[src/sv/color_matrix_pixel_filter_core_assert.svh]
// Assertion macros for the color matrix pixel filter.
// Used by color_matrix_pixel_filter_core; expects i_clk and i_rst_n in scope.
`ifndef COLOR_MATRIX_PIXEL_FILTER_CORE_ASSERT_SVH
`define COLOR_MATRIX_PIXEL_FILTER_CORE_ASSERT_SVH

// Same-cycle implication, checked outside reset.
`define CMPF_ASSERT_IMP(lbl, ante, cons) \
    lbl: assert property (@(posedge i_clk) disable iff (!i_rst_n) (ante) |-> (cons)) \
        else $error("cmpf assertion failed");

// Next-cycle implication, checked outside reset.
`define CMPF_ASSERT_NXT(lbl, ante, cons) \
    lbl: assert property (@(posedge i_clk) disable iff (!i_rst_n) (ante) |=> (cons)) \
        else $error("cmpf assertion failed");

`endif

[src/sv/cmpf_pkg.sv]
// Shared types and constants for the color matrix pixel filter.
// No dependencies; imported by color_matrix_pixel_filter_core.
`timescale 1ns / 1ps

package cmpf_pkg;

    localparam int CMPF_COEF_FRAC_BITS = 14;
    localparam int CMPF_CFG_IDX_W      = 2;
    localparam int CMPF_CFG_DATA_W     = 16;

    localparam logic signed [15:0] CMPF_COS_RESET = 16'sd16384;
    localparam logic signed [15:0] CMPF_SIN_RESET = 16'sd0;

    // Filter select; the unused code acts as hue rotation.
    typedef enum logic [1:0] {
        FM_SEPIA = 2'd0,
        FM_GRAY  = 2'd1,
        FM_HUE   = 2'd2
    } t_filter_mode;

    typedef enum logic [CMPF_CFG_IDX_W-1:0] {
        CFG_MODE  = 2'd0,
        CFG_COS   = 2'd1,
        CFG_SIN   = 2'd2,
        CFG_ALPHA = 2'd3
    } t_cfg_idx;

    // Per-item sideband carried down the pipeline.
    typedef struct packed {
        logic [7:0]   alpha;
        logic         last;
        t_filter_mode mode;
    } t_side;

endpackage

[src/sv/color_matrix_pixel_filter_core.sv]
// Color matrix pixel filter: sepia, Rec.709 gray and hue rotation on RGB(A) items.
// Depends on cmpf_pkg and color_matrix_pixel_filter_core_assert.svh.
// Throughput one item per cycle while the output side is ready (i_m_tready).
// Eight register stages, each with its own valid bit; ready ripples back per stage so
// bubbles are squeezed out and an item is taken while a result waits at the output.
// Reset (i_rst_n low, synchronous) clears all valid bits and loads the register reset
// values: sepia mode, cosine 1.0, sine 0, alpha absent.
`timescale 1ns / 1ps

module color_matrix_pixel_filter_core
    import cmpf_pkg::*;
#(
    parameter int COEF_FRAC_BITS = CMPF_COEF_FRAC_BITS
) (
    input  logic                       i_clk,
    input  logic                       i_rst_n,
    // config write port
    input  logic                       i_cfg_we,
    input  logic [CMPF_CFG_IDX_W-1:0]  i_cfg_idx,
    input  logic [CMPF_CFG_DATA_W-1:0] i_cfg_data,
    // input items
    input  logic                       i_s_tvalid,
    output logic                       o_s_tready,
    input  logic [31:0]                i_s_tdata,  // red_in, green_in, blue_in, alpha_in
    input  logic                       i_s_tlast,  // frame_end
    // result items
    output logic                       o_m_tvalid,
    input  logic                       i_m_tready,
    output logic [31:0]                o_m_tdata,  // red_out, green_out, blue_out, alpha_out
    output logic                       o_m_tlast   // frame_end_out
);

    // ------------------------------------------------------------------
    // Widths
    // ------------------------------------------------------------------
    localparam int F   = COEF_FRAC_BITS;
    localparam int CW  = F + 3;          // signed coefficient
    localparam int XW  = F + 2;          // |ONE - cf|
    localparam int QW  = F + 1;          // |ONE - cf| / 3
    localparam int QS  = XW + 2;         // reciprocal shift
    localparam int QMW = QS - 1;         // reciprocal width
    localparam int CSW = 16 + F;         // cosine scaled by ONE
    localparam int SKW = 17 + F;         // sine times 1/sqrt3
    localparam int PW  = CW + 9;         // channel product
    localparam int SW  = PW + 2;         // sum of three products
    localparam int NST = 8;

    // ------------------------------------------------------------------
    // Fixed coefficients, round(k * 2^F) with ties upward
    // ------------------------------------------------------------------
    localparam longint SepRr = ((longint'(393) <<< F) * 2 + 1000) / 2000;
    localparam longint SepRg = ((longint'(769) <<< F) * 2 + 1000) / 2000;
    localparam longint SepRb = ((longint'(189) <<< F) * 2 + 1000) / 2000;
    localparam longint SepGr = ((longint'(349) <<< F) * 2 + 1000) / 2000;
    localparam longint SepGg = ((longint'(686) <<< F) * 2 + 1000) / 2000;
    localparam longint SepGb = ((longint'(168) <<< F) * 2 + 1000) / 2000;
    localparam longint SepBr = ((longint'(272) <<< F) * 2 + 1000) / 2000;
    localparam longint SepBg = ((longint'(534) <<< F) * 2 + 1000) / 2000;
    localparam longint SepBb = ((longint'(131) <<< F) * 2 + 1000) / 2000;
    localparam longint LumR  = ((longint'(2126) <<< F) * 2 + 10000) / 20000;
    localparam longint LumG  = ((longint'(7152) <<< F) * 2 + 10000) / 20000;
    localparam longint LumB  = ((longint'(722) <<< F) * 2 + 10000) / 20000;
    localparam longint InvSqrt3 =
        ((64'sd5773502692 <<< F) * 2 + 64'sd10000000000) / 64'sd20000000000;
    localparam longint RecipThree = (longint'(1) <<< QS) / 3;

    localparam logic signed [CW-1:0]  OneC    = CW'(longint'(1) <<< F);
    localparam logic signed [CSW-1:0] CosDiv  = CSW'(16384);
    localparam logic signed [SKW-1:0] SinDiv  = SKW'(16384);
    localparam logic signed [F:0]     KHue    = (F + 1)'(InvSqrt3);
    localparam logic [QMW-1:0]        RecipM  = QMW'(RecipThree);

    // ------------------------------------------------------------------
    // Config registers
    // ------------------------------------------------------------------
    t_filter_mode       r_mode;
    logic signed [15:0] r_cos;
    logic signed [15:0] r_sin;
    logic               r_alpha_en;

    always_ff @(posedge i_clk) begin
        if (!i_rst_n) begin
            r_mode     <= FM_SEPIA;
            r_cos      <= CMPF_COS_RESET;
            r_sin      <= CMPF_SIN_RESET;
            r_alpha_en <= 1'b0;
        end else if (i_cfg_we) begin
            case (t_cfg_idx'(i_cfg_idx))
                CFG_MODE:  r_mode     <= t_filter_mode'(i_cfg_data[1:0]);
                CFG_COS:   r_cos      <= $signed(i_cfg_data[15:0]);
                CFG_SIN:   r_sin      <= $signed(i_cfg_data[15:0]);
                CFG_ALPHA: r_alpha_en <= i_cfg_data[0];
                default: ;
            endcase
        end
    end

    // ------------------------------------------------------------------
    // Pipeline control: per-stage valid, ready ripples from the output
    // ------------------------------------------------------------------
    logic [NST:1] r_vld;
    logic [NST:1] stage_en;
    logic [NST:1] n_vld_src;

    always_comb begin
        stage_en[NST] = !r_vld[NST] || i_m_tready;
        for (int k = NST - 1; k >= 1; k--) begin
            stage_en[k] = !r_vld[k] || stage_en[k + 1];
        end
    end

    assign n_vld_src  = {r_vld[NST-1:1], i_s_tvalid};
    assign o_s_tready = stage_en[1];

    always_ff @(posedge i_clk) begin
        if (!i_rst_n) begin
            r_vld <= '0;
        end else begin
            for (int k = 1; k <= NST; k++) begin
                if (stage_en[k]) begin
                    r_vld[k] <= n_vld_src[k];
                end
            end
        end
    end

    // ------------------------------------------------------------------
    // Pixel and sideband delay lines
    // ------------------------------------------------------------------
    logic [7:0] r_px [1:5][3];
    t_side      r_side [1:NST];
    t_side      n_side1;

    always_comb begin
        n_side1.alpha = r_alpha_en ? i_s_tdata[31:24] : 8'd0;
        n_side1.last  = i_s_tlast;
        n_side1.mode  = r_mode;
    end

    always_ff @(posedge i_clk) begin
        if (stage_en[1]) begin
            r_px[1][0] <= i_s_tdata[7:0];
            r_px[1][1] <= i_s_tdata[15:8];
            r_px[1][2] <= i_s_tdata[23:16];
            r_side[1]  <= n_side1;
        end
        for (int k = 2; k <= 5; k++) begin
            if (stage_en[k]) begin
                r_px[k] <= r_px[k - 1];
            end
        end
        for (int k = 2; k <= NST; k++) begin
            if (stage_en[k]) begin
                r_side[k] <= r_side[k - 1];
            end
        end
    end

    // ------------------------------------------------------------------
    // Stage 1: scale cosine to ONE, sine times 1/sqrt3
    // ------------------------------------------------------------------
    logic signed [CSW-1:0] w_cos_sh;
    logic signed [CW-1:0]  r_cf1;
    logic signed [SKW-1:0] r_sk1;

    assign w_cos_sh = {r_cos, {F{1'b0}}};

    always_ff @(posedge i_clk) begin
        if (stage_en[1]) begin
            r_cf1 <= CW'(w_cos_sh / CosDiv);   // truncates toward zero
            r_sk1 <= SKW'(r_sin) * SKW'(KHue);
        end
    end

    // ------------------------------------------------------------------
    // Stage 2: x = ONE - cf as sign and magnitude; u = sk / 16384
    // ------------------------------------------------------------------
    logic signed [CW-1:0] w_x;
    logic [XW-1:0]        r_xabs2;
    logic                 r_xneg2;
    logic signed [CW-1:0] r_cf2;
    logic signed [CW-1:0] r_u2;

    assign w_x = OneC - r_cf1;

    always_ff @(posedge i_clk) begin
        if (stage_en[2]) begin
            r_xneg2 <= w_x[CW-1];
            r_xabs2 <= w_x[CW-1] ? XW'(-w_x) : XW'(w_x);
            r_cf2   <= r_cf1;
            r_u2    <= CW'(r_sk1 / SinDiv);
        end
    end

    // ------------------------------------------------------------------
    // Stage 3: quotient estimate |x| * M >> QS, low by at most one
    // ------------------------------------------------------------------
    logic [XW+QMW-1:0]    w_qprod;
    logic [QW-1:0]        r_q0_3;
    logic [XW-1:0]        r_xabs3;
    logic                 r_xneg3;
    logic signed [CW-1:0] r_cf3;
    logic signed [CW-1:0] r_u3;

    assign w_qprod = (XW + QMW)'(r_xabs2) * (XW + QMW)'(RecipM);

    always_ff @(posedge i_clk) begin
        if (stage_en[3]) begin
            r_q0_3  <= QW'(w_qprod >> QS);
            r_xabs3 <= r_xabs2;
            r_xneg3 <= r_xneg2;
            r_cf3   <= r_cf2;
            r_u3    <= r_u2;
        end
    end

    // ------------------------------------------------------------------
    // Stage 4: remainder correction and sign, t = trunc(x / 3)
    // ------------------------------------------------------------------
    logic [XW+2:0]        w_q0x3;
    logic signed [XW+2:0] w_rem3;
    logic [QW-1:0]        w_q;
    logic signed [CW-1:0] w_qs;
    logic signed [CW-1:0] r_t4;
    logic signed [CW-1:0] r_cf4;
    logic signed [CW-1:0] r_u4;

    assign w_q0x3 = (XW + 3)'(r_q0_3) * (XW + 3)'(3);
    assign w_rem3 = $signed((XW + 3)'(r_xabs3) - w_q0x3);
    assign w_q    = r_q0_3 + QW'(w_rem3 >= 3);
    assign w_qs   = $signed(CW'(w_q));

    always_ff @(posedge i_clk) begin
        if (stage_en[4]) begin
            r_t4  <= r_xneg3 ? -w_qs : w_qs;
            r_cf4 <= r_cf3;
            r_u4  <= r_u3;
        end
    end

    // ------------------------------------------------------------------
    // Stage 5: coefficient matrix for the item's mode
    // ------------------------------------------------------------------
    logic signed [CW-1:0] w_diag;
    logic signed [CW-1:0] w_plus;
    logic signed [CW-1:0] w_minus;
    logic signed [CW-1:0] n_k5 [3][3];
    logic signed [CW-1:0] r_k5 [3][3];

    assign w_diag  = r_cf4 + r_t4;
    assign w_plus  = r_t4 + r_u4;
    assign w_minus = r_t4 - r_u4;

    always_comb begin
        case (r_side[4].mode)
            FM_SEPIA: begin
                n_k5[0] = '{CW'(SepRr), CW'(SepRg), CW'(SepRb)};
                n_k5[1] = '{CW'(SepGr), CW'(SepGg), CW'(SepGb)};
                n_k5[2] = '{CW'(SepBr), CW'(SepBg), CW'(SepBb)};
            end
            FM_GRAY: begin
                n_k5[0] = '{CW'(LumR), CW'(LumG), CW'(LumB)};
                n_k5[1] = '{CW'(LumR), CW'(LumG), CW'(LumB)};
                n_k5[2] = '{CW'(LumR), CW'(LumG), CW'(LumB)};
            end
            default: begin
                // hue rotation, also for the unused mode code
                n_k5[0] = '{w_diag, w_minus, w_plus};
                n_k5[1] = '{w_plus, w_diag, w_minus};
                n_k5[2] = '{w_minus, w_plus, w_diag};
            end
        endcase
    end

    always_ff @(posedge i_clk) begin
        if (stage_en[5]) begin
            r_k5 <= n_k5;
        end
    end

    // ------------------------------------------------------------------
    // Stage 6: nine channel products
    // ------------------------------------------------------------------
    logic signed [PW-1:0] r_p6 [3][3];

    always_ff @(posedge i_clk) begin
        if (stage_en[6]) begin
            for (int o = 0; o < 3; o++) begin
                for (int c = 0; c < 3; c++) begin
                    r_p6[o][c] <= PW'($signed({1'b0, r_px[5][c]})) * PW'(r_k5[o][c]);
                end
            end
        end
    end

    // ------------------------------------------------------------------
    // Stage 7: row sums
    // ------------------------------------------------------------------
    logic signed [SW-1:0] r_s7 [3];

    always_ff @(posedge i_clk) begin
        if (stage_en[7]) begin
            for (int o = 0; o < 3; o++) begin
                r_s7[o] <= SW'(r_p6[o][0]) + SW'(r_p6[o][1]) + SW'(r_p6[o][2]);
            end
        end
    end

    // ------------------------------------------------------------------
    // Stage 8: truncate and clamp to 0..255, output register
    // ------------------------------------------------------------------
    logic signed [SW-1:0] w_sh [3];
    logic [7:0]           n_out8 [3];
    logic [7:0]           r_out8 [3];

    always_comb begin
        for (int o = 0; o < 3; o++) begin
            w_sh[o] = r_s7[o] >>> F;
            if (r_s7[o] <= 0) begin
                n_out8[o] = 8'd0;
            end else if (w_sh[o] > SW'(255)) begin
                n_out8[o] = 8'd255;
            end else begin
                n_out8[o] = w_sh[o][7:0];
            end
        end
    end

    always_ff @(posedge i_clk) begin
        if (stage_en[8]) begin
            r_out8 <= n_out8;
        end
    end

    assign o_m_tvalid = r_vld[NST];
    assign o_m_tdata  = {r_side[NST].alpha, r_out8[2], r_out8[1], r_out8[0]};
    assign o_m_tlast  = r_side[NST].last;

    // ------------------------------------------------------------------
    // Assertions
    // ------------------------------------------------------------------
`include "color_matrix_pixel_filter_core_assert.svh"

    // input only blocks when every stage holds an item
    `CMPF_ASSERT_IMP(a_full_when_blocked, !o_s_tready, &r_vld)
    // an accepted item lands in the first stage
    `CMPF_ASSERT_NXT(a_accept_to_stage1, i_s_tvalid && o_s_tready, r_vld[1])
    // divide-by-three estimate is never high and at most one low
    `CMPF_ASSERT_IMP(a_div3_estimate, r_vld[3], !w_rem3[XW+2] && (w_rem3 < 6))
    // gray results carry one value on all three channels
    `CMPF_ASSERT_IMP(a_gray_equal, r_vld[NST] && (r_side[NST].mode == FM_GRAY),
        (r_out8[0] == r_out8[1]) && (r_out8[1] == r_out8[2]))

endmodule

[config.mk]
export PLATFORM = sky130hd
export DESIGN_NAME = color_matrix_pixel_filter_core
export DESIGN_NICKNAME = d
export VERILOG_FILES = /design/src/sv/cmpf_pkg.sv /design/src/sv/color_matrix_pixel_filter_core.sv
export VERILOG_INCLUDE_DIRS = /design/src /design/src/sv
export SDC_FILE = /design/constraint.sdc
export NUM_CORES = 2
export LEC_CHECK = 0
export BUFFER_PORTS_ARGS = -buffer_cell sky130_fd_sc_hd__buf_2
export CELL_PAD_IN_SITES_DETAIL_PLACEMENT = 0
export CELL_PAD_IN_SITES_GLOBAL_PLACEMENT = 1
export CORE_MARGIN = 3
export CORE_UTILIZATION = 35
export CTS_BUF_LIST = sky130_fd_sc_hd__clkbuf_4 sky130_fd_sc_hd__clkbuf_8
export DETAILED_ROUTE_END_ITERATION = 10
export HOLD_SLACK_MARGIN = 0.05
export PLACE_DENSITY = 0.57
export SLEW_MARGIN = 20
export SYNTH_ARGS = -nofsm -noshare
export SYNTH_HDL_FRONTEND = slang
export SYNTH_SLANG_ARGS = --single-unit
[constraint.sdc]
create_clock -name i_clk -period 8.2 [get_ports i_clk]
set_clock_uncertainty 0.1 [all_clocks]
set_input_delay 0.82 -clock i_clk [delete_from_list [all_inputs] [get_ports i_clk]]
set_output_delay 0.82 -clock i_clk [all_outputs]
set_load 0.005 [all_outputs]
==> reports/metrics.json <==
{
  "setup.reg_to_reg.worst_slack": {"value": 1.71, "unit": "ns"},
  "rows": {"value": 183},
  "timing.critical_path.required": {"value": 8.74, "unit": "ns"},
  "io_buffer_count": {"value": 90},
  "post_route_cells_drive_above_1_share": {"value": 0.0596},
  "max_slew.worst_pin.slew": {"value": 1.05, "unit": "ns"},
  "fillCellCount": {"value": 24600},
  "route.antenna.remaining_nets": {"value": 0},
  "path_buf_inv": {"value": 5},
  "grt_setup_unrepaired": {"value": "false"},
  "globalplace.congestion": {"value": 0.849},
  "hold_path_end": {"value": "r_vld[8]$_SDFFE_PN0P_"},
  "h-tree-depth": {"value": 4},
  "floorplan.initialDensity": {"value": 0.354},
  "worst_path_dominant_cell_family": {"value": "adder cells"},
  "synth-async-reset-ratio": {"value": 0},
  "sequential_cell_area": {"value": 26200, "unit": "sq um"},
  "post_synth_instance_area": {"value": 88500, "unit": "sq um"},
  "synth.distinct_cells": {"value": 78},
  "grt_remaining_overflow": {"value": 0},
  "postLayoutCoreUtil": {"value": 0.389},
  "cts_buffers": {"value": 172},
  "post-synth-top-area-fraction": {"value": 0.286},
  "hold_slack": {"value": 0.182, "unit": "ns"},
  "clock-root-buffer": {"value": "clkbuf_8"},
  "synth_nets": {"value": 10400},
  "synthFlopType": {"value": "edfxtp_1"},
  "first_iter_violations": {"value": 3048},
  "multi_input_comb_area": {"value": 55200, "unit": "sq um"},
  "finalCritPeriodShare": {"value": 0.792},
  "floorplan.die_area": {"value": 259000, "unit": "sq um"},
  "total_neg_setup_slack": {"value": 0, "unit": "ns"},
  "clock-sinks": {"value": 887},
  "clock_latency": {"value": 0.98, "unit": "ns"},
  "slew_violations": {"value": 0},
  "wl_met3": {"value": 8800, "unit": "um"},
  "floorplan.die.width": {"value": 509, "unit": "um"},
  "maxUsedRoutingLayer": {"value": "met5"},
  "placeableCoreArea": {"value": 250000, "unit": "sq um"},
  "synthMostInstantiatedCell": {"value": "inv_1"},
  "area.growth.synth_to_final": {"value": 9.88, "unit": "%"},
  "placement.setup.worst_slack": {"value": 1.73, "unit": "ns"},
  "global_route_wire_length_before_repair": {"value": 359000, "unit": "um"},
  "leading_cell_types_by_count_after_synthesis": {"value": "inv_1, fa_1, edfxtp_1"},
  "reg2reg_depth": {"value": 19},
  "cpMaxStageDelayCell": {"value": "edfxtp_1"},
  "timing.final.ws_setup": {"value": 1.71, "unit": "ns"},
  "hold_violations": {"value": 0},
  "cts-resized-gates": {"value": 0},
  "num_vias": {"value": 56100},
  "grt_antenna_before_repair": {"value": 17},
  "hold_crit_start": {"value": "i_m_tready"},
  "critical_path.reg2reg.startpoint": {"value": "r_px[0][120]$_DFFE_PP_"},
  "cts-root-to-sink-buffers": {"value": 3},
  "cts_tree": {"value": "built"},
  "slew-limit-headroom": {"value": 0.302},
  "vdd_drop_max": {"value": 0.730, "unit": "mV"},
  "boundaryPins": {"value": 91},
  "run_status": {"value": "finished clean"},
  "synthesis.area_per_instance": {"value": 10.7, "unit": "sq um"},
  "worstSetupStartpointType": {"value": "flip-flop"},
  "p_leak": {"value": 0.0462, "unit": "uW"},
  "path_cells": {"value": "buf_4 > buf_4 > nand2_1 > fa_1 > inv_1 > fa_1 > inv_1 > fa_1 > inv_1 > fa_1 > ha_1 > or3_1 > or3_1 > a31oi_1 > o21ai_0 > a211oi_1 > o31ai_1 > a21oi_1 > xnor2_1"},
  "p_seq_frac": {"value": 0.214},
  "report.power.total": {"value": 40400, "unit": "uW"},
  "detail_route_met2_wl": {"value": 113000, "unit": "um"},
  "maxClockFrequency": {"value": 0.154, "unit": "GHz"},
  "clockPowerShare": {"value": 0.121},
  "setup_crit_end_kind": {"value": "flip-flop"},
  "synth.yosys.seq_area_share": {"value": 0.296},
  "power.density_cell_area": {"value": 416, "unit": "nW/um^2"},
  "synth_enable_flop_cells": {"value": 844},
  "switching_share": {"value": 0.456},
  "dieHeight": {"value": 509, "unit": "um"},
  "netlist_top_cells_area": {"value": "edfxtp_1, fa_1, ha_1, inv_1, and2_1"},
  "p_int": {"value": 22000, "unit": "uW"},
  "worst_hold_path.num_cells": {"value": 3},
  "hp-class": {"value": "in -> reg"},
  "maxCapViolations": {"value": 0},
  "power.net_switching": {"value": 18400, "unit": "uW"},
  "finalSetupViolations": {"value": 0},
  "drt_via_density": {"value": 4.70},
  "grt_max_degree": {"value": 118},
  "critPathArrivalTime": {"value": 7.03, "unit": "ns"},
  "wire_per_inst": {"value": 19.1, "unit": "um"},
  "drt-total-wl": {"value": 228000, "unit": "um"},
  "synth_top_cell_by_area": {"value": "edfxtp_1"},
  "route.layer.met1.wl": {"value": 101000, "unit": "um"},
  "drt-pass1-iter-count": {"value": 6},
  "finish.net_count": {"value": 10500},
  "worst_path_most_repeated_cell": {"value": "fa_1"},
  "yosysWarnings": {"value": 0},
  "remaining_drc_errors": {"value": 0},
  "dp_hpwl": {"value": 184000, "unit": "um"},
  "timing.critical_path.fanout_max": {"value": 32},
  "ys_ff_latch": {"value": 887},
  "crit_type": {"value": "reg -> reg"},
  "synthesis.instances": {"value": 8279},
  "combinational_power_share": {"value": 0.665},
  "reg2reg_to": {"value": "r_p6[0][24]$_DFFE_PP_"},
  "path_clk_slew": {"value": 0.07, "unit": "ns"},
  "grtUsageTotal": {"value": 0.181},
  "min_period": {"value": 6.49, "unit": "ns"},
  "cpPeakStageDelay": {"value": 0.59, "unit": "ns"},
  "first_global_vias": {"value": 60300}
}
==> stage by stage <==
stage,cell area (sq um),std cells
6_report,97200,11900
5_1_grt,97200,11900
4_1_cts,97200,11900
3_5_place_dp,92900,11600
2_1_floorplan,88500,8279
3_3_place_gp,92900,11500
==> kinds of logic after synthesis <==
family          count (synthesis)  share of synthesized area
simple gates                 2132                      0.123
fa+ha+maj                    2035                      0.391
buf+inv                      1889                     0.0806
compound gates                896                     0.0660
flops                         887                      0.296
xor+xnor                      427                     0.0423
mux                            13                    0.00148
==> how the worst max path moves through the flow <==
stage / from / depth (start not counted) / endpoint / slack [ns]
2_1_floorplan: i_m_tready / 3 / r_p6[0][0]$_DFFE_PP_ / 1.14
4_1_cts: r_px[0][120]$_DFFE_PP_ / 21 / r_p6[0][25]$_DFFE_PP_ / 1.71
3_5_place_dp: r_px[0][120]$_DFFE_PP_ / 21 / r_p6[0][25]$_DFFE_PP_ / 1.73
5_1_grt: r_px[0][129]$_DFFE_PP_ / 20 / r_p6[0][51]$_DFFE_PP_ / 1.42
3_3_place_gp: r_px[0][128]$_DFFE_PP_ / 19 / r_p6[1][51]$_DFFE_PP_ / 1.66
6_report: r_px[0][120]$_DFFE_PP_ / 19 / r_p6[0][24]$_DFFE_PP_ / 1.71
==> layout make-up <==
type / count / area share
inverters: 1654 / 0.0640
flip-flops and latches: 887 / 0.270
well taps: 3330 / 0.0429
repair buffers: 226 / 0.0170
clock buffers: 221 / 0.0286
clock inverters: 100 / 0.0102
diodes: 12 / 0.000309
multi-input cells: 5503 / 0.567
==> worst min-delay path, stage by stage <==
cell and delay (ns):
buf_2 0.08, nor2b_1 0.09, o21a_1 0.18
==> per-layer routing <==
metal  vias up  global-route usage
li1      26700                   -
met1     28200               0.238
met2       900               0.314
met3       260              0.0251
met4         2              0.0487
met5         -                   0
==> flip-flops by register name, summed over array words and instances, names as in the netlist, 24 cells and up <==
signal / cells
r_p6: 231
r_s7: 84
o_m_tdata: 24
r_k5: 95
r_px: 120
r_sk1: 31
r_side: 80
==> power by group through the flow <==
stage	clock (uW)	sequential (uW)	combinational (uW)
floorplan	0	8200	20600
detailed placement	0	8810	27100
CTS	5090	8720	27300
global route	5310	8800	31100
global placement	0	8790	27000
finish	4890	8660	26900
==> layout by cell type, fill, tap and decap left out, drive strengths merged, types with 105 or more instances in the layout <==
cell type and instances:
nand2 708, and2 766, fa 1215, clkbuf 221, buf 176, o21ai 163, a21oi 249, xnor2 326
nor2 240, a21o 105, ha 820, edfxtp 844, inv 1662
==> timing repair <==
action,4_1_cts,5_1_grt
buffers inserted,0,0
hold endpoints to repair,69,0
hold buffers,50,0
Note: power is estimated with default switching activity, not from simulation.
